### config.mk
export PLATFORM = sky130hd
export DESIGN_NAME = ascii_graymap_parser_unit
export DESIGN_NICKNAME = d
export VERILOG_FILES = /design/src/agp_pkg.sv /design/src/agp_step.sv /design/src/ascii_graymap_parser_unit.sv
export VERILOG_INCLUDE_DIRS = /design/src /design/src/src
export SDC_FILE = /design/constraint.sdc
export NUM_CORES = 1
export LEC_CHECK = 0
export BUFFER_PORTS_ARGS = -buffer_cell sky130_fd_sc_hd__buf_2
export CORE_ASPECT_RATIO = 0.9
export CORE_UTILIZATION = 40
export DETAILED_ROUTE_END_ITERATION = 7
export GPL_ROUTABILITY_DRIVEN = 0
export GPL_TIMING_DRIVEN = 0
export SYNTH_ARGS = -nofsm -noshare
export SYNTH_HDL_FRONTEND = slang
export SYNTH_SLANG_ARGS = --single-unit
export TNS_END_PERCENT = 30
### constraint.sdc
create_clock -name clk -period 11.71 [get_ports clk]
set_input_delay 0.5855 -clock clk [delete_from_list [all_inputs] [get_ports clk]]
set_output_delay 0.5855 -clock clk [all_outputs]
set_load 0.005 [all_outputs]
### src/ascii_graymap_parser_unit_defines.svh
// Assertion macros for the graymap parser RTL.
`ifndef ASCII_GRAYMAP_PARSER_UNIT_DEFINES_SVH
`define ASCII_GRAYMAP_PARSER_UNIT_DEFINES_SVH

`ifndef NO_ASSERTIONS

// Consequent must hold in the same cycle as the antecedent.
`define AGP_ASSERT_SAME(label, clk, rst_n, ante, cons, msg) \
    label: assert property (@(posedge clk) disable iff (!rst_n) (ante) |-> (cons)) \
        else $error(msg);

// Consequent must hold in the cycle after the antecedent.
`define AGP_ASSERT_NEXT(label, clk, rst_n, ante, cons, msg) \
    label: assert property (@(posedge clk) disable iff (!rst_n) (ante) |=> (cons)) \
        else $error(msg);

`else

`define AGP_ASSERT_SAME(label, clk, rst_n, ante, cons, msg)
`define AGP_ASSERT_NEXT(label, clk, rst_n, ante, cons, msg)

`endif

`endif

### src/agp_pkg.sv
package agp_pkg;

    // Width of every numeric result field.
    localparam int FIELD_BITS = 16;
    localparam int VALUE_BITS_DEFAULT = 16;

    // Characters the parser reacts to.
    localparam logic [7:0] CH_HASH    = 8'h23;
    localparam logic [7:0] CH_P       = 8'h50;
    localparam logic [7:0] CH_TWO     = 8'h32;
    localparam logic [7:0] CH_SPACE   = 8'h20;
    localparam logic [7:0] CH_TAB     = 8'h09;
    localparam logic [7:0] CH_NEWLINE = 8'h0A;
    localparam logic [7:0] CH_ZERO    = 8'h30;
    localparam logic [7:0] CH_NINE    = 8'h39;

    // Parse phase.
    typedef enum logic [2:0] {
        PH_LINE_START = 3'd0,
        PH_COMMENT    = 3'd1,
        PH_SEEN_P     = 3'd2,
        PH_MAGIC_REST = 3'd3,
        PH_BODY       = 3'd4,
        PH_HALT       = 3'd5
    } phase_t;

    // Result kind.
    typedef enum logic [2:0] {
        K_WIDTH  = 3'd0,
        K_HEIGHT = 3'd1,
        K_MAXVAL = 3'd2,
        K_PIXEL  = 3'd3,
        K_EXTRA  = 3'd4,
        K_ERROR  = 3'd5,
        K_END    = 3'd6
    } kind_t;

    // Complete parser state.
    typedef struct packed {
        phase_t                phase;
        logic                  skip_line;
        logic                  in_number;
        logic [FIELD_BITS-1:0] accum;
        logic [1:0]            header_count;
        logic [FIELD_BITS-1:0] img_width;
        logic [FIELD_BITS-1:0] img_height;
        logic [FIELD_BITS-1:0] cur_row;
        logic [FIELD_BITS-1:0] cur_col;
        logic [FIELD_BITS-1:0] max_seen;
    } parse_state_t;

    localparam parse_state_t STATE_RESET = '{
        phase:        PH_LINE_START,
        skip_line:    1'b0,
        in_number:    1'b0,
        accum:        '0,
        header_count: 2'd0,
        img_width:    '0,
        img_height:   '0,
        cur_row:      '0,
        cur_col:      '0,
        max_seen:     '0
    };

    // One result item.
    typedef struct packed {
        kind_t                 kind;
        logic [FIELD_BITS-1:0] value;
        logic [FIELD_BITS-1:0] row;
        logic [FIELD_BITS-1:0] col;
        logic [FIELD_BITS-1:0] running_max;
        logic                  done_res;
    } result_t;

endpackage

### src/agp_step.sv
module agp_step #(
    parameter int VALUE_BITS = agp_pkg::VALUE_BITS_DEFAULT
) (
    input  agp_pkg::parse_state_t state_cur,
    input  logic [7:0]            ch,
    input  logic                  end_of_file,
    output agp_pkg::parse_state_t state_nxt,
    output logic                  res_valid,
    output agp_pkg::result_t      res
);

    localparam int FB = agp_pkg::FIELD_BITS;
    localparam int LIMIT_BITS = (VALUE_BITS < FB) ? VALUE_BITS : FB;
    localparam logic [FB-1:0] VALUE_LIMIT = FB'((64'd1 << LIMIT_BITS) - 64'd1);

    logic            is_digit;
    logic            is_space;
    logic [FB+3:0]   accum_mul;
    logic [FB:0]     col_inc;
    agp_pkg::phase_t phase_nxt;

    // Character classes and the decimal accumulate step.
    assign is_digit = (ch >= agp_pkg::CH_ZERO) && (ch <= agp_pkg::CH_NINE);
    assign is_space = (ch == agp_pkg::CH_SPACE) || (ch == agp_pkg::CH_TAB)
                    || (ch == agp_pkg::CH_NEWLINE);
    assign accum_mul = ({4'd0, state_cur.accum} << 3) + ({4'd0, state_cur.accum} << 1)
                     + {{(FB+4-8){1'b0}}, ch - agp_pkg::CH_ZERO};
    assign col_inc = {1'b0, state_cur.cur_col} + {{FB{1'b0}}, 1'b1};

    // Next phase.
    always_comb
    begin
        phase_nxt = state_cur.phase;
        case (state_cur.phase)
            agp_pkg::PH_LINE_START:
            begin
                if (end_of_file)
                    phase_nxt = agp_pkg::PH_HALT;
                else if (ch == agp_pkg::CH_HASH)
                    phase_nxt = agp_pkg::PH_COMMENT;
                else if (ch == agp_pkg::CH_P)
                    phase_nxt = agp_pkg::PH_SEEN_P;
                else
                    phase_nxt = agp_pkg::PH_HALT;
            end
            agp_pkg::PH_COMMENT:
            begin
                if (end_of_file)
                    phase_nxt = agp_pkg::PH_HALT;
                else if (ch == agp_pkg::CH_NEWLINE)
                    phase_nxt = agp_pkg::PH_LINE_START;
            end
            agp_pkg::PH_SEEN_P:
            begin
                if (!end_of_file && ch == agp_pkg::CH_TWO)
                    phase_nxt = agp_pkg::PH_MAGIC_REST;
                else
                    phase_nxt = agp_pkg::PH_HALT;
            end
            agp_pkg::PH_MAGIC_REST:
            begin
                if (end_of_file)
                    phase_nxt = agp_pkg::PH_HALT;
                else if (ch == agp_pkg::CH_NEWLINE)
                    phase_nxt = agp_pkg::PH_BODY;
            end
            agp_pkg::PH_BODY:
            begin
                if (end_of_file)
                    phase_nxt = agp_pkg::PH_HALT;
            end
            agp_pkg::PH_HALT:
            begin
                phase_nxt = agp_pkg::PH_HALT;
            end
            default:
            begin
                phase_nxt = agp_pkg::PH_HALT;
            end
        endcase
    end

    // Datapath and result for the current item.
    always_comb
    begin
        state_nxt       = state_cur;
        state_nxt.phase = phase_nxt;
        res_valid       = 1'b0;
        res             = '0;
        res.kind        = agp_pkg::K_END;

        case (state_cur.phase)
            agp_pkg::PH_LINE_START, agp_pkg::PH_COMMENT, agp_pkg::PH_MAGIC_REST:
            begin
                if (end_of_file)
                begin
                    res_valid       = 1'b1;
                    res.kind        = agp_pkg::K_END;
                    res.running_max = state_cur.max_seen;
                    res.done_res    = 1'b1;
                end
                else if (state_cur.phase == agp_pkg::PH_LINE_START
                         && ch != agp_pkg::CH_HASH && ch != agp_pkg::CH_P)
                begin
                    res_valid    = 1'b1;
                    res.kind     = agp_pkg::K_ERROR;
                    res.done_res = 1'b1;
                end
            end
            agp_pkg::PH_SEEN_P:
            begin
                if (end_of_file || ch != agp_pkg::CH_TWO)
                begin
                    res_valid    = 1'b1;
                    res.kind     = agp_pkg::K_ERROR;
                    res.done_res = 1'b1;
                end
            end
            agp_pkg::PH_BODY:
            begin
                if (state_cur.in_number && (end_of_file || (!state_cur.skip_line
                    && (ch == agp_pkg::CH_HASH || is_space))))
                begin
                    // A pending number ends here and is reported.
                    res_valid           = 1'b1;
                    res.value           = state_cur.accum;
                    res.running_max     = state_cur.max_seen;
                    res.done_res        = end_of_file;
                    state_nxt.in_number = 1'b0;
                    state_nxt.accum     = '0;
                    if (state_cur.header_count != 2'd3)
                    begin
                        res.kind               = agp_pkg::kind_t'(state_cur.header_count);
                        state_nxt.header_count = state_cur.header_count + 2'd1;
                        if (state_cur.header_count == 2'd0)
                            state_nxt.img_width = state_cur.accum;
                        if (state_cur.header_count == 2'd1)
                            state_nxt.img_height = state_cur.accum;
                    end
                    else if (state_cur.cur_row >= state_cur.img_height)
                    begin
                        res.kind = agp_pkg::K_EXTRA;
                    end
                    else
                    begin
                        res.kind = agp_pkg::K_PIXEL;
                        res.row  = state_cur.cur_row;
                        res.col  = state_cur.cur_col;
                        if (state_cur.accum > state_cur.max_seen)
                        begin
                            state_nxt.max_seen = state_cur.accum;
                            res.running_max    = state_cur.accum;
                        end
                        if (col_inc >= {1'b0, state_cur.img_width})
                        begin
                            state_nxt.cur_col = '0;
                            state_nxt.cur_row = state_cur.cur_row + {{(FB-1){1'b0}}, 1'b1};
                        end
                        else
                        begin
                            state_nxt.cur_col = col_inc[FB-1:0];
                        end
                    end
                end
                else if (end_of_file)
                begin
                    res_valid       = 1'b1;
                    res.kind        = agp_pkg::K_END;
                    res.running_max = state_cur.max_seen;
                    res.done_res    = 1'b1;
                end

                // Comment skipping and digit accumulation.
                if (!end_of_file)
                begin
                    if (state_cur.skip_line)
                    begin
                        if (ch == agp_pkg::CH_NEWLINE)
                            state_nxt.skip_line = 1'b0;
                    end
                    else if (ch == agp_pkg::CH_HASH)
                    begin
                        state_nxt.skip_line = 1'b1;
                    end
                    else if (is_digit)
                    begin
                        state_nxt.in_number = 1'b1;
                        if (accum_mul > {4'd0, VALUE_LIMIT})
                            state_nxt.accum = VALUE_LIMIT;
                        else
                            state_nxt.accum = accum_mul[FB-1:0];
                    end
                end
            end
            default:
            begin
                res_valid = 1'b0;
            end
        endcase
    end

endmodule

### src/ascii_graymap_parser_unit.sv
// Channel   Dir  tdata                               tuser      tlast
// s_axis    in   [7:0] ch                            -          end_of_file
// m_axis    out  [15:0] value, [31:16] row,          [2:0] kind done_res
//                [47:32] col, [63:48] running_max
//
// One byte item is taken per clock while the output is not stalled. An accepted
// item waits in the input register; its result is then held in the result
// register, from which it is presented and taken.
// The parse step between the two registers is a single short pass.
// Reset returns the parser to the start of the header and empties both
// registers. A stalled output holds its result and stops the input register
// only when both are full.
`include "ascii_graymap_parser_unit_defines.svh"

module ascii_graymap_parser_unit #(
    parameter int VALUE_BITS = agp_pkg::VALUE_BITS_DEFAULT
) (
    input  logic        clk,
    input  logic        rst_n,
    input  logic        s_axis_tvalid,
    output logic        s_axis_tready,
    input  logic [7:0]  s_axis_tdata,   // [7:0] ch
    input  logic        s_axis_tlast,
    output logic        m_axis_tvalid,
    input  logic        m_axis_tready,
    output logic [63:0] m_axis_tdata,   // value, row, col, running_max
    output logic [2:0]  m_axis_tuser,   // [2:0] kind
    output logic        m_axis_tlast
);

    logic                  in_valid_reg;
    logic                  in_valid_next;
    logic [7:0]            ch_reg;
    logic                  eof_reg;
    agp_pkg::parse_state_t state_reg;
    agp_pkg::parse_state_t state_next;
    logic                  out_valid_reg;
    logic                  out_valid_next;
    agp_pkg::result_t      out_res_reg;
    agp_pkg::result_t      step_res;
    logic                  step_valid;
    logic                  advance;
    logic                  in_take;

    // Handshake: the held item moves on when the result register is empty or its result is being taken.
    assign advance       = in_valid_reg && (!out_valid_reg || m_axis_tready);
    assign s_axis_tready = !in_valid_reg || advance;
    assign in_take       = s_axis_tvalid && s_axis_tready;

    // One parse step per item.
    agp_step #(
        .VALUE_BITS(VALUE_BITS)
    ) u_step (
        .state_cur  (state_reg),
        .ch         (ch_reg),
        .end_of_file(eof_reg),
        .state_nxt  (state_next),
        .res_valid  (step_valid),
        .res        (step_res)
    );

    // Valid flags for both registers.
    always_comb
    begin
        in_valid_next = in_valid_reg;
        if (in_take)
            in_valid_next = 1'b1;
        else if (advance)
            in_valid_next = 1'b0;

        out_valid_next = out_valid_reg;
        if (advance)
            out_valid_next = step_valid;
        else if (m_axis_tready)
            out_valid_next = 1'b0;
    end

    // Control and parser state.
    always_ff @(posedge clk or negedge rst_n)
    begin
        if (!rst_n)
        begin
            in_valid_reg  <= 1'b0;
            out_valid_reg <= 1'b0;
            state_reg     <= agp_pkg::STATE_RESET;
        end
        else
        begin
            in_valid_reg  <= in_valid_next;
            out_valid_reg <= out_valid_next;
            if (advance)
                state_reg <= state_next;
        end
    end

    // Payload registers.
    always_ff @(posedge clk)
    begin
        if (in_take)
        begin
            ch_reg  <= s_axis_tdata;
            eof_reg <= s_axis_tlast;
        end
        if (advance && step_valid)
            out_res_reg <= step_res;
    end

    // Output packing.
    assign m_axis_tvalid = out_valid_reg;
    assign m_axis_tdata  = {out_res_reg.running_max, out_res_reg.col,
                            out_res_reg.row, out_res_reg.value};
    assign m_axis_tuser  = out_res_reg.kind;
    assign m_axis_tlast  = out_res_reg.done_res;

    // Checks.
    `AGP_ASSERT_SAME(a_done_halts, clk, rst_n,
        out_valid_reg && out_res_reg.done_res,
        state_reg.phase == agp_pkg::PH_HALT, "final result without halted parser")
    `AGP_ASSERT_NEXT(a_nothing_after_done, clk, rst_n,
        m_axis_tvalid && m_axis_tready && m_axis_tlast,
        !m_axis_tvalid, "result after the final result")
    `AGP_ASSERT_SAME(a_pixel_max, clk, rst_n,
        out_valid_reg && out_res_reg.kind == agp_pkg::K_PIXEL,
        out_res_reg.running_max >= out_res_reg.value, "running maximum below pixel")

endmodule

# After elaboration in Yosys (flattened, before gate mapping)
# Cells that the tools add are included.
# Widths: inputs -> output; s select.
[totals] latch_bits=0 rom_bits=0 ff_bits=182 ramBits=0 mem_count=0 elab_cells=141
[op_classes] bitwise=5 order_cmp=6 n_eq_ne=18 mux=51 shift=0 div_mod_pow=0 reduce_logical=35 n_mul=0 add_sub_neg=6
[op_table] op="$mux 16" count=9
[op_table] op="$mux 17" count=6
[op_table] op="$mux 99" count=1
[op_table] op="$mux 48" count=2
[op_table] op="$mux 3" count=13
[op_table] op="$mux 34" count=1
[op_table] op="$pmux 16 s2" count=1
[op_table] op="$eq 8x6->1 const B" count=3
[op_table] op="$add 19x17->20" count=1
[op_table] op="$add 20x8->20" count=1
[op_table] op="$gt 20x16->1 const B" count=1
[op_table] op="$add 16x1->17 const B" count=1
[op_table] op="$ge 17x16->1" count=1
[op_table] op="$add 16x1->16 const B" count=1
[op_table] op="$eq 8x4->1 const B" count=2
[op_table] op="$ge 16x16->1" count=1
[op_table] op="$gt 16x16->1" count=1
[op_table] op="$ne 8x6->1 const B" count=2
[op_table] op="$pmux 3 s5" count=1
[op_table] op="$reduce_and 5->1" count=3
[op_table] op="$mux 1" count=12
[op_table] op="$logic_and 1x1->1" count=9
[op_table] op="$pmux 3 s3" count=1
[op_table] op="$eq 8x7->1 const B" count=1
[op_table] op="25 further kinds" count=46

# Logic depth before layout (Yosys ltp)
# Gate-level depths: netlist of the first run.
[logic_depth] word_depth=12 ltp_mapped=16

# Cells and area by module
# From an unflattened synthesis of the first run, not the netlist that was laid out.
[unflattened] cells_unflattened=1051 area_unflattened_um2=11471.0
[by_module_without_submodules] module="ascii_graymap_parser_unit" cells_each=305 n_inst=1 seq_area_each_um2=4939.7 area_each_um2=6522.5
[by_module_without_submodules] module="agp_step" cells_each=746 n_inst=1 seq_area_each_um2=0.0 area_each_um2=4948.5

# Worst setup path before layout of the first run
# No wires, ideal clock.
[synth_timing] path_kind="register -> register" start="register ch_reg[4]" end="register out_valid_reg, in the netlist m_axis_tvalid" setup_ns=0.097 path_slack_ns=4.248 synth_period_minus_slack_ns=7.462 stages_incl_launch_ff=11 n_path_buf=0 arrival_ns=7.365 cell_sequence="edfxtp_1 > inv_1 > ha_1 > nand2_1 > or4b_1 > a21oi_2 > o21ai_2 > inv_1 > nand2_1 > a221oi_1 > or2_2"
[synth_via] elab_chain_cells=10 elab_cells_between_ends=22 cone_classes="eq/ne (7); mux (6); reduce/logical (9)"
[synth_lines] item="start, declared" line_no="ascii_graymap_parser_unit.sv:33" rtl="logic [7:0] ch_reg;"
[synth_lines] item="start signal, assigned" line_no="ascii_graymap_parser_unit.sv:101" rtl="ch_reg <= s_axis_tdata;"
[synth_lines] item="$eq 8x6->1 / $eq 8x4->1 (equally long branches)" line_no="agp_step.sv:24" rtl="assign is_space = (ch == agp_pkg::CH_SPACE) || (ch == agp_pkg::CH_TAB)"
[synth_lines] item="$logic_or 1x1->1" line_no="agp_step.sv:24"
[synth_lines] item="$logic_or 1x1->1" line_no="agp_step.sv:25" rtl="|| (ch == agp_pkg::CH_NEWLINE);"
[synth_lines] item="$logic_or 1x1->1" line_no="agp_step.sv:122" rtl="&& (ch == agp_pkg::CH_HASH || is_space))))"
[synth_lines] item="$logic_and 1x1->1" line_no="agp_step.sv:122"
[synth_lines] item="$logic_or 1x1->1" line_no="agp_step.sv:121" rtl="if (state_cur.in_number && (end_of_file || (!state_cur.skip_line"
[synth_lines] item="$logic_and 1x1->1" line_no="agp_step.sv:121"
[synth_lines] item="$mux 1" line_no="agp_step.sv:121"
[synth_lines] item="$pmux 1 s3 (*)" line_no="agp_step.sv:92" rtl="case (state_cur.phase)"
[synth_lines] item="$mux 1 (*)" line_no="ascii_graymap_parser_unit.sv:72" rtl="if (advance)"
[synth_lines] item="via out_valid_next" line_no="ascii_graymap_parser_unit.sv:38" rtl="logic out_valid_next;"
[synth_lines] item="end signal, assigned" line_no="ascii_graymap_parser_unit.sv:90" rtl="out_valid_reg <= out_valid_next;"
[synth_lines] item="end, declared" line_no="ascii_graymap_parser_unit.sv:37" rtl="logic out_valid_reg;"
# The timed path passes the listed nets; every way through them passes the cells marked *.
# A chain may end at the register's enable or synchronous reset.

# Worst setup path after layout of the first run
[layout_timing] start="register ch_reg[4]" end="register state_reg[87] (netlist bit)"
[layout_via] elab_chain_cells=12 elab_cells_between_ends=22 cone_classes="add/sub (2); order compare (3); eq/ne (4); mux (6); reduce/logical (7)"
[layout_lines] item="branches (longest 11 deep; another with $add 20x8->20)"
[layout_lines] item="$mux 17 (*)" line_no="agp_step.sv:174" rtl="if (!end_of_file)"
[layout_lines] item="end signal, assigned" line_no="ascii_graymap_parser_unit.sv:85" rtl="state_reg <= agp_pkg::STATE_RESET;"
[layout_lines] item="end signal, assigned" line_no="ascii_graymap_parser_unit.sv:92" rtl="state_reg <= state_next;"
[layout_lines] item="end, declared" line_no="ascii_graymap_parser_unit.sv:35" rtl="agp_pkg::parse_state_t state_reg;"
# Mark *: on every way between the ends.

==> impl_metrics.env, run 1 <==
export IMPL_status="completed"
export IMPL_fmax_ghz=0.231
export IMPL_power_total_mw=1.32
export IMPL_hpwl_um=17600
export IMPL_die_area_um2=26500
export IMPL_synthArstFlopShare=0.577
export IMPL_vias=7405
export IMPL_ys_flop_type="dfrtp_1"
export IMPL_setup_tns_final_ps=0
export IMPL_crit_arrival_ps=4620
export IMPL_synth_distinct_cells=71
export IMPL_cp_slowest_stage_delay_ps=510
export IMPL_end_kind="flip-flop"
export IMPL_drc=0
export IMPL_maxSlewViolCount=0
export IMPL_relSlewSlack=0.325
export IMPL_die_y_um=154
export IMPL_boundaryPins=83
export IMPL_ys_seq_area_frac=0.478
export IMPL_ir_drop_uv=100
export IMPL_cpLargestDelayFamily="simple AND/OR/NAND/NOR gates"
export IMPL_skew_ps=9.41
export IMPL_max_cap_violations=0
export IMPL_fin_crit_sh=0.369
export IMPL_syn_cell_area_um2=10300
export IMPL_ys_ff_latch=182
export IMPL_clockRootBuffer="clkbuf_16"
export IMPL_critPathKind="reg -> reg"
export IMPL_r2r_end="state_reg[87]$_DFFE_PN0P_"
export IMPL_rrSetupSlack_ps=7380
export IMPL_worstPathMaxFanout=10
export IMPL_worstHoldPathType="in -> async"
export IMPL_wire_per_inst_um=17.2
export IMPL_final_layout_size_suffix_gt1_frac=0.172
export IMPL_whs_ps=179
export IMPL_drt_total_wl_um=24200
export IMPL_synth_top_area_share=0.254
export IMPL_num_rows=55
export IMPL_coreArea_um2=25300
export IMPL_firstDrtPassIters=6
export IMPL_startpoint="ch_reg[4]$_DFFE_PP_"
export IMPL_num_antenna_cells=0
export IMPL_syn_nets=1053
export IMPL_cts_tree="built"
export IMPL_grtUsageTotal=0.193
export IMPL_r2r_cells=12
export IMPL_first_iter_violations=605
export IMPL_largest_register_ffs=103
export IMPL_cts_sinks=182
export IMPL_cts_resized=0
export IMPL_syn2layout_area_growth_pct=15.0
export IMPL_insertion_delay_ps=440
export IMPL_n_fill_cell=2380
export IMPL_p_leak_nw=5.29
export IMPL_critPathLaunchType="flip-flop"
export IMPL_crit_slowest_cell="or4_1"
export IMPL_grt_pass1_wl_um=39100
export IMPL_worstPathCellList="ha_1 > xnor2_1 > fa_1 > ha_1 > a21o_1 > a21oi_1 > a211oi_1 > or4_1 > a221oi_1 > nand4_1 > nor2_2 > a21oi_1"
export IMPL_ys_warn_count=0
export IMPL_grt_max_degree=61
export IMPL_seqCellArea_um2=4940
export IMPL_clkTransAtPathRegs_ps=70
export IMPL_tightest_slew_ps=1010
export IMPL_synth_area_leaders="dfrtp_1 (25%), edfxtp_1 (22%), ha_1 (10%)"
export IMPL_portBuffers=82
export IMPL_rsz0062_at_grt="no"
export IMPL_cts_htree_levels=4
export IMPL_antenna_found_initial=0
export IMPL_cts_buffers=17
export IMPL_synthCells=950
export IMPL_multi_input_area_um2=4990
export IMPL_die_x_um=171
export IMPL_setup_viol=0
export IMPL_holdBufCountCts=0
export IMPL_cts_buffer_depth=2
export IMPL_yosys_area_top_type="dfrtp_1"
export IMPL_power_density_nw_per_um2=111
export IMPL_grt_ovfl_total=0
export IMPL_grt_pass1_vias=7336
export IMPL_synth_edf_count=77
export IMPL_crit_required_ps=12000
export IMPL_final_nets=1159
export IMPL_critPathBufInv=0
export IMPL_via_per_inst=5.25
export IMPL_cts_setup_buffers=0
export IMPL_finalCriticalPeriod_ps=4330
export IMPL_finalHoldViolCount=0
export IMPL_detail_route_antenna_nets=0
export IMPL_r2r_start="ch_reg[4]$_DFFE_PP_"
export IMPL_synth_area_per_cell_um2=10.9
export IMPL_start_util=0.409
==> cells in the final DEF (no fill, tap or decap), drive strengths merged, types with 23 or more instances in the layout <==
| cell | netlist | final |
|---|---|---|
| dfrtp | 105 | 105 |
| o21ai | 54 | 54 |
| nand2 | 65 | 65 |
| nand4 | 23 | 23 |
| edfxtp | 77 | 77 |
| clkbuf | 25 | 47 |
| nor2 | 47 | 47 |
| mux2 | 46 | 46 |
| ha | 84 | 84 |
| buf | 9 | 96 |
| inv | 68 | 71 |
| a21oi | 48 | 48 |
| xnor2 | 33 | 33 |
| and2 | 55 | 55 |
==> per-layer routing <==
layer	GRT usage	vias to the layer above	wire length, um
met5	0	-	0
met4	0.0544	0	320
met3	0.0284	25	877
met2	0.294	141	10800
met1	0.285	3612	12300
li1	-	3627	-
==> cell type report <==
cell class / instances / area share
Inverter: 68 / 0.0215
Clock inverter: 10 / 0.0121
Tap cell: 342 / 0.0360
Clock buffer: 22 / 0.0391
Multi-Input combinational cell: 666 / 0.420
Buffer: 34 / 0.0141
Sequential cell: 182 / 0.416
Timing Repair Buffer: 87 / 0.0421
==> per-stage QoR <==
step,util,area [um^2],instances,worst slack [ps]
6_report,0.471,11900,1411,7380
5_1_grt,0.471,11900,1411,7110
4_1_cts,0.471,11900,1411,7420
3_5_place_dp,0.447,11300,1379,7460
3_3_place_gp,0.442,11200,1374,1340
2_1_floorplan,-,10300,950,4250
==> where the power goes <==
group          leakage [nW]  total (mW)  switching (mW)  internal, mW
Sequential             2.22       0.671         0.00673         0.665
Combinational          2.78      0.0482          0.0298        0.0185
Clock                 0.296       0.601           0.252         0.349
Total                  5.29        1.32           0.288          1.03
==> worst max path at each step <==
| stage | to | slack (ps) | cells past startpoint |
|---|---|---|---|
| after floorplan | m_axis_tvalid$_DFFE_PN0P_ | 4250 | 10 |
| after detailed placement | state_reg[89]$_DFFE_PN0P_ | 7460 | 12 |
| after CTS | state_reg[87]$_DFFE_PN0P_ | 7420 | 12 |
| final | state_reg[87]$_DFFE_PN0P_ | 7380 | 12 |
| after global placement | m_axis_tvalid$_DFFE_PN0P_ | 1340 | 8 |
| after global routing | state_reg[94]$_DFFE_PN0P_ | 7110 | 12 |
==> kinds of logic after synthesis <==
group,Yosys count,synth area share
multiplexers,46,0.0534
AND/OR/NAND/NOR,278,0.144
adder cells (fa/ha/maj),90,0.113
buffers and inverters,102,0.0409
flip-flops,182,0.478
AO/OA/AOI/OAI,207,0.132
XOR/XNOR,45,0.0381
==> synth_stat cells (5+ instances only) <==
master	n
xor2_1	12
and3_1	8
o21a_1	8
inv_1	68
nand3_1	18
mux2_4	9
and2_1	55
nand2_1	64
clkbuf_1	25
fa_1	6
a22o_1	18
a211oi_1	6
edfxtp_1	77
nor3_1	6
o21ai_0	52
a21oi_1	47
o211ai_1	19
xnor2_1	33
o31ai_1	8
nor2b_1	12
mux2_2	37
a21o_1	13
dfrtp_1	105
nand4b_1	5
ha_1	84
nand4_1	23
nor2_1	46
nand2b_1	18
No activity file was read; power rests on OpenSTA's default activity.
==> inputs of run 2 (changes only) <==
Clock period 11.71 ns to 4.3 ns, I/O delays scaled along.
==> run 2 against run 1 <==
Net effect: highest routed layer unchanged; largest power group unchanged; combinational power grew to 2.9 times the previous value; register-to-register slack lost 7100 ps; non-clock buffer count up 13; routed wire length up 1.7%; global-route usage is 0.28 points higher; final cell count is 0.92% higher; largest cell class unchanged; maximum frequency up 7.1%.
==> impl_metrics.env, run 2 (synthesis gave the netlist of run 1 again) <==
export IMPL_status="completed"
export IMPL_power_total_mw=3.58
export IMPL_portBuffers=82
export IMPL_grt_max_degree=68
export IMPL_cts_buffer_depth=2
export IMPL_maxSlewViolCount=0
export IMPL_clockRootBuffer="clkbuf_16"
export IMPL_first_iter_violations=551
export IMPL_cts_htree_levels=4
export IMPL_final_nets=1172
export IMPL_firstDrtPassIters=5
export IMPL_crit_arrival_ps=4340
export IMPL_dpl_instance_area_um2=11300
export IMPL_grt_ovfl_total=0
export IMPL_critPathLaunchType="flip-flop"
export IMPL_worstHoldPathType="in -> reg"
export IMPL_hpwl_um=17500
export IMPL_die_area_um2=26500
export IMPL_critPathBufInv=1
export IMPL_grtUsageTotal=0.196
export IMPL_boundaryPins=83
export IMPL_insertion_delay_ps=430
export IMPL_antenna_found_initial=1
export IMPL_die_x_um=171
export IMPL_vias=7458
export IMPL_finalHoldViolCount=0
export IMPL_worstPathCellList="ha_1 > xnor2_2 > fa_1 > ha_1 > a21o_1 > a21oi_4 > a211oi_1 > or4_1 > a221oi_1 > nand4_1 > buf_4 > o21a_1 > a211o_1"
export IMPL_wire_per_inst_um=17.3
export IMPL_end_kind="flip-flop"
export IMPL_fin_crit_sh=0.940
export IMPL_num_antenna_cells=0
export IMPL_final_layout_size_suffix_gt1_frac=0.175
export IMPL_die_y_um=154
export IMPL_grt_pass1_wl_um=39700
export IMPL_startpoint="ch_reg[4]$_DFFE_PP_"
export IMPL_detail_route_antenna_nets=0
export IMPL_power_density_nw_per_um2=298
export IMPL_worst_slack_ps=259
export IMPL_place_ws_ps=-83.1
export IMPL_critPathKind="reg -> reg"
export IMPL_cts_tree="built"
export IMPL_rsz0062_at_grt="no"
export IMPL_finalCriticalPeriod_ps=4040
export IMPL_final_area_um2=12000
export IMPL_crit_required_ps=4600
export IMPL_start_util=0.409
export IMPL_whs_ps=92.0
export IMPL_largest_register_ffs=103
export IMPL_syn2layout_area_growth_pct=16.4
export IMPL_p_leak_nw=5.35
export IMPL_final_cell_mix="dfrtp_1 (105), ha_1 (84), buf_2 (83)"
export IMPL_crit_slowest_cell="or4_1"
export IMPL_cts_sinks=182
export IMPL_num_rows=55
export IMPL_drc=0
export IMPL_r2r_start="ch_reg[4]$_DFFE_PP_"
export IMPL_skew_ps=11.9
export IMPL_cpLargestDelayFamily="compound AO/OA/AOI/OAI gates"
export IMPL_via_per_inst=5.24
export IMPL_ir_drop_uv=249
export IMPL_tightest_slew_ps=865
export IMPL_cp_common_cell="ha_1"
export IMPL_setup_viol=0
export IMPL_fmax_ghz=0.247
export IMPL_clkTransAtPathRegs_ps=70
export IMPL_worstPathMaxFanout=5
export IMPL_n_fill_cell=2344
export IMPL_drt_total_wl_um=24600
export IMPL_relSlewSlack=0.420
export IMPL_coreArea_um2=25300
export IMPL_hp_start="m_axis_tready"
export IMPL_layout_commonest_cell="dfrtp_1"
export IMPL_cp_slowest_stage_delay_ps=520
export IMPL_max_cap_violations=0
export IMPL_setup_tns_final_ps=0
export IMPL_cts_buffers=17
export IMPL_grt_pass1_vias=7206
[run 2: cell count changes in the layout (fill, tap and decap cells not counted), moves of 2 or more]
cell	change
dlygate4sd3_1	+11
clkinv_4	+2
buf_4	+2
clkbuf_8	-2
[run 2: per-layer routing]
metal / vias to the layer above / global-route usage / part of all wire
met5: - / 0 / 0
met4: 0 / 0.0510 / 0.014
met3: 23 / 0.0322 / 0.038
met2: 149 / 0.297 / 0.45
met1: 3632 / 0.289 / 0.50
li1: 3654 / - / -
[run 2: layout make-up]
type | count | area (um^2) | share of cell area
clock buffers | 19 | 433 | 0.0360
well taps | 342 | 428 | 0.0356
multi-input cells | 666 | 5010 | 0.416
clock inverters | 13 | 171 | 0.0142
plain buffers | 34 | 168 | 0.0139
inverters | 68 | 255 | 0.0212
flip-flops and latches | 182 | 4940 | 0.411
repair buffers | 100 | 626 | 0.0520
[run 2: final timing paths]
| path | to | depth (start not counted) | slack (ps) |
|---|---|---|---|
| setup / recovery | state_reg[91]$_DFFE_PN0P_ | 13 | 260 |
| hold / removal | in_valid_reg$_DFFE_PN0P_ | 4 | 90 |
| setup reg to reg | state_reg[91]$_DFFE_PN0P_ | 13 | 260 |
| max in group asynchronous | state_reg[1]$_DFFE_PN0P_ | 3 | 3250 |
| min in group asynchronous | state_reg[29]$_DFFE_PN0P_ | 2 | 320 |
| hold reg to reg | state_reg[66]$_DFFE_PN0P_ | 1 | 510 |
[run 2: power by group]
part | total (mW) | switching, mW | internal [mW]
combinational | 0.141 | 0.0834 | 0.0580
clock | 1.61 | 0.685 | 0.924
sequential | 1.83 | 0.0197 | 1.81
[run 2: worst min-delay path, cell delays in order]
cell	delay, ps
buf_2	70
nor2b_1	50
nand2_1	90
nand2b_1	50
[run 2: stage by stage]
step           std cells   util
4_1_cts             1422  0.475
2_1_floorplan        950      -
3_5_place_dp        1379  0.447
3_3_place_gp        1374  0.443
6_report            1424  0.476
5_1_grt             1424  0.476
[run 2: what timing repair did]
item                                   in CTS  in global routing
endpoints found under the hold margin      48                  0
hold buffers                               11                  0
setup endpoints to repair                  11                 13
buffers inserted                            0                  2
pin swaps                                   1                  1
resized for setup                           2                  2
cloned                                      0                  0
==> inputs of run 3 (changes only) <==
Settings changed: CTS_BUF_LIST from default to sky130_fd_sc_hd__clkbuf_16.
==> run 3 against run 2 <==
Net effect: count of clock-buffer cells in the layout fell by 2; clock power barely moved; sequential share of layout area unchanged; first-iteration DRC count is 0.54% lower; routed wire length about the same; non-clock buffer count is the same; die area unchanged; total power about the same; worst setup slack unchanged; sequential power about the same; critical path depth is the same; critical path type unchanged; largest cell class unchanged; largest power group unchanged.
==> impl_metrics.env, run 3 (synthesis gave the netlist of run 1 again) <==
export IMPL_grt_ovfl_total=0
export IMPL_cts_buffer_depth=2
export IMPL_grt_pass1_vias=7206
export IMPL_final_cell_mix="dfrtp_1 (105), ha_1 (84), buf_2 (83)"
export IMPL_clockRootBuffer="clkbuf_16"
export IMPL_cts_tree="built"
export IMPL_dpl_instance_area_um2=11300
export IMPL_first_iter_violations=548
export IMPL_fin_crit_sh=0.940
export IMPL_hp_start="m_axis_tready"
export IMPL_finalHoldViolCount=0
export IMPL_worstPathMaxFanout=5
export IMPL_finalCriticalPeriod_ps=4040
export IMPL_cts_sinks=182
export IMPL_firstDrtPassIters=5
export IMPL_fmax_ghz=0.247
export IMPL_crit_required_ps=4600
export IMPL_critPathLaunchType="flip-flop"
export IMPL_drt_total_wl_um=24600
export IMPL_tightest_slew_ps=865
export IMPL_end_kind="flip-flop"
export IMPL_maxSlewViolCount=0
export IMPL_detail_route_antenna_nets=0
export IMPL_portBuffers=82
export IMPL_grtUsageTotal=0.196
export IMPL_num_rows=55
export IMPL_startpoint="ch_reg[4]$_DFFE_PP_"
export IMPL_die_x_um=171
export IMPL_die_y_um=154
export IMPL_final_area_um2=12000
export IMPL_rsz0062_at_grt="no"
export IMPL_boundaryPins=83
export IMPL_cts_buffers=17
export IMPL_syn2layout_area_growth_pct=16.4
export IMPL_die_area_um2=26500
export IMPL_whs_ps=92.1
export IMPL_ir_drop_uv=249
export IMPL_power_total_mw=3.58
export IMPL_antenna_found_initial=1
export IMPL_hpwl_um=17500
export IMPL_relSlewSlack=0.420
export IMPL_multi_input_area_um2=5010
export IMPL_setup_viol=0
export IMPL_cts_htree_levels=4
export IMPL_max_cap_violations=0
export IMPL_layout_commonest_cell="dfrtp_1"
export IMPL_place_ws_ps=-83.1
export IMPL_final_layout_size_suffix_gt1_frac=0.175
export IMPL_crit_arrival_ps=4340
export IMPL_clkTransAtPathRegs_ps=70
export IMPL_start_util=0.409
export IMPL_grt_pass1_wl_um=39700
export IMPL_final_nets=1172
export IMPL_skew_ps=12.1
export IMPL_wire_per_inst_um=17.3
export IMPL_insertion_delay_ps=430
export IMPL_num_antenna_cells=0
export IMPL_coreArea_um2=25300
export IMPL_grt_max_degree=68
export IMPL_status="completed"
export IMPL_power_density_nw_per_um2=297
export IMPL_vias=7455
export IMPL_n_fill_cell=2344
export IMPL_via_per_inst=5.24
export IMPL_finalCoreUtilization=0.476
export IMPL_p_leak_nw=5.36
export IMPL_seqCellArea_um2=4940
export IMPL_worst_slack_ps=259
export IMPL_drc=0
export IMPL_r2r_start="ch_reg[4]$_DFFE_PP_"
export IMPL_largest_register_ffs=103
export IMPL_worstHoldPathType="in -> reg"
export IMPL_critPathKind="reg -> reg"
==> run 3: changes by cell type in the layout (fill, tap and decap cells not counted) <==
cell	before	now
clkbuf_1	27	25
inv_1	68	70
==> run 3: critical path, cell delays in order, from the launching register on <==
cell and delay, ps:
edfxtp_1 450, ha_1 290, xnor2_2 200, fa_1 460
ha_1 380, a21o_1 240, a21oi_4 190, a211oi_1 120
or4_1 520, a221oi_1 290, nand4_1 140, buf_4 190
o21a_1 190, a211o_1 270
==> run 3: through the flow <==
step,setup TNS [ps],std cells
final,0,1424
after global routing,0,1424
after CTS,0,1422
after detailed placement,-660,1379
after global placement,-43310,1374
after floorplan,0,950
==> run 3: cell type report <==
cell class	count	share of cell area
multi-input combinational	666	0.416
sequential	182	0.411
timing repair buffer	100	0.0520
tap	342	0.0356
clock buffer	17	0.0354
inverter	68	0.0212
clock inverter	15	0.0149
buffer	34	0.0139
==> run 3: report_power, final <==
group          switching [mW]  total (mW)  leakage [nW]  internal (mW)
combinational          0.0834       0.141          2.84         0.0580
clock                   0.687        1.61         0.297          0.919
sequential             0.0197        1.83          2.22           1.81
total                   0.790        3.58          5.36           2.79
==> run 3: path summary, 6_finish.rpt <==
check                                            end  slack [ps]  cells past startpoint
max reg2reg                state_reg[91]$_DFFE_PN0P_         260                     13
max                        state_reg[91]$_DFFE_PN0P_         260                     13
min reg2reg                state_reg[66]$_DFFE_PN0P_         510                      1
min                         in_valid_reg$_DFFE_PN0P_          90                      4
min in group asynchronous  state_reg[29]$_DFFE_PN0P_         320                      2
max in group asynchronous   state_reg[1]$_DFFE_PN0P_        3250                      3
==> run 3: routing by layer <==
metal  track usage  routed length (um)  part of all wire  vias to the layer above
li1              -                   -                 -                     3654
met1         0.289               12300              0.50                     3626
met2         0.297               11000              0.45                      152
met3        0.0322                 955             0.039                       23
met4        0.0510                 348             0.014                        0
met5             0                   0                 0                        -
==> run 3: what timing repair did <==
item / in CTS / in global routing
pin swaps: 1 / 1
setup endpoints to repair: 11 / 13
buffers inserted: 0 / 2
hold endpoints to repair: 48 / 0
hold buffers: 11 / 0
gates resized for setup: 2 / 2
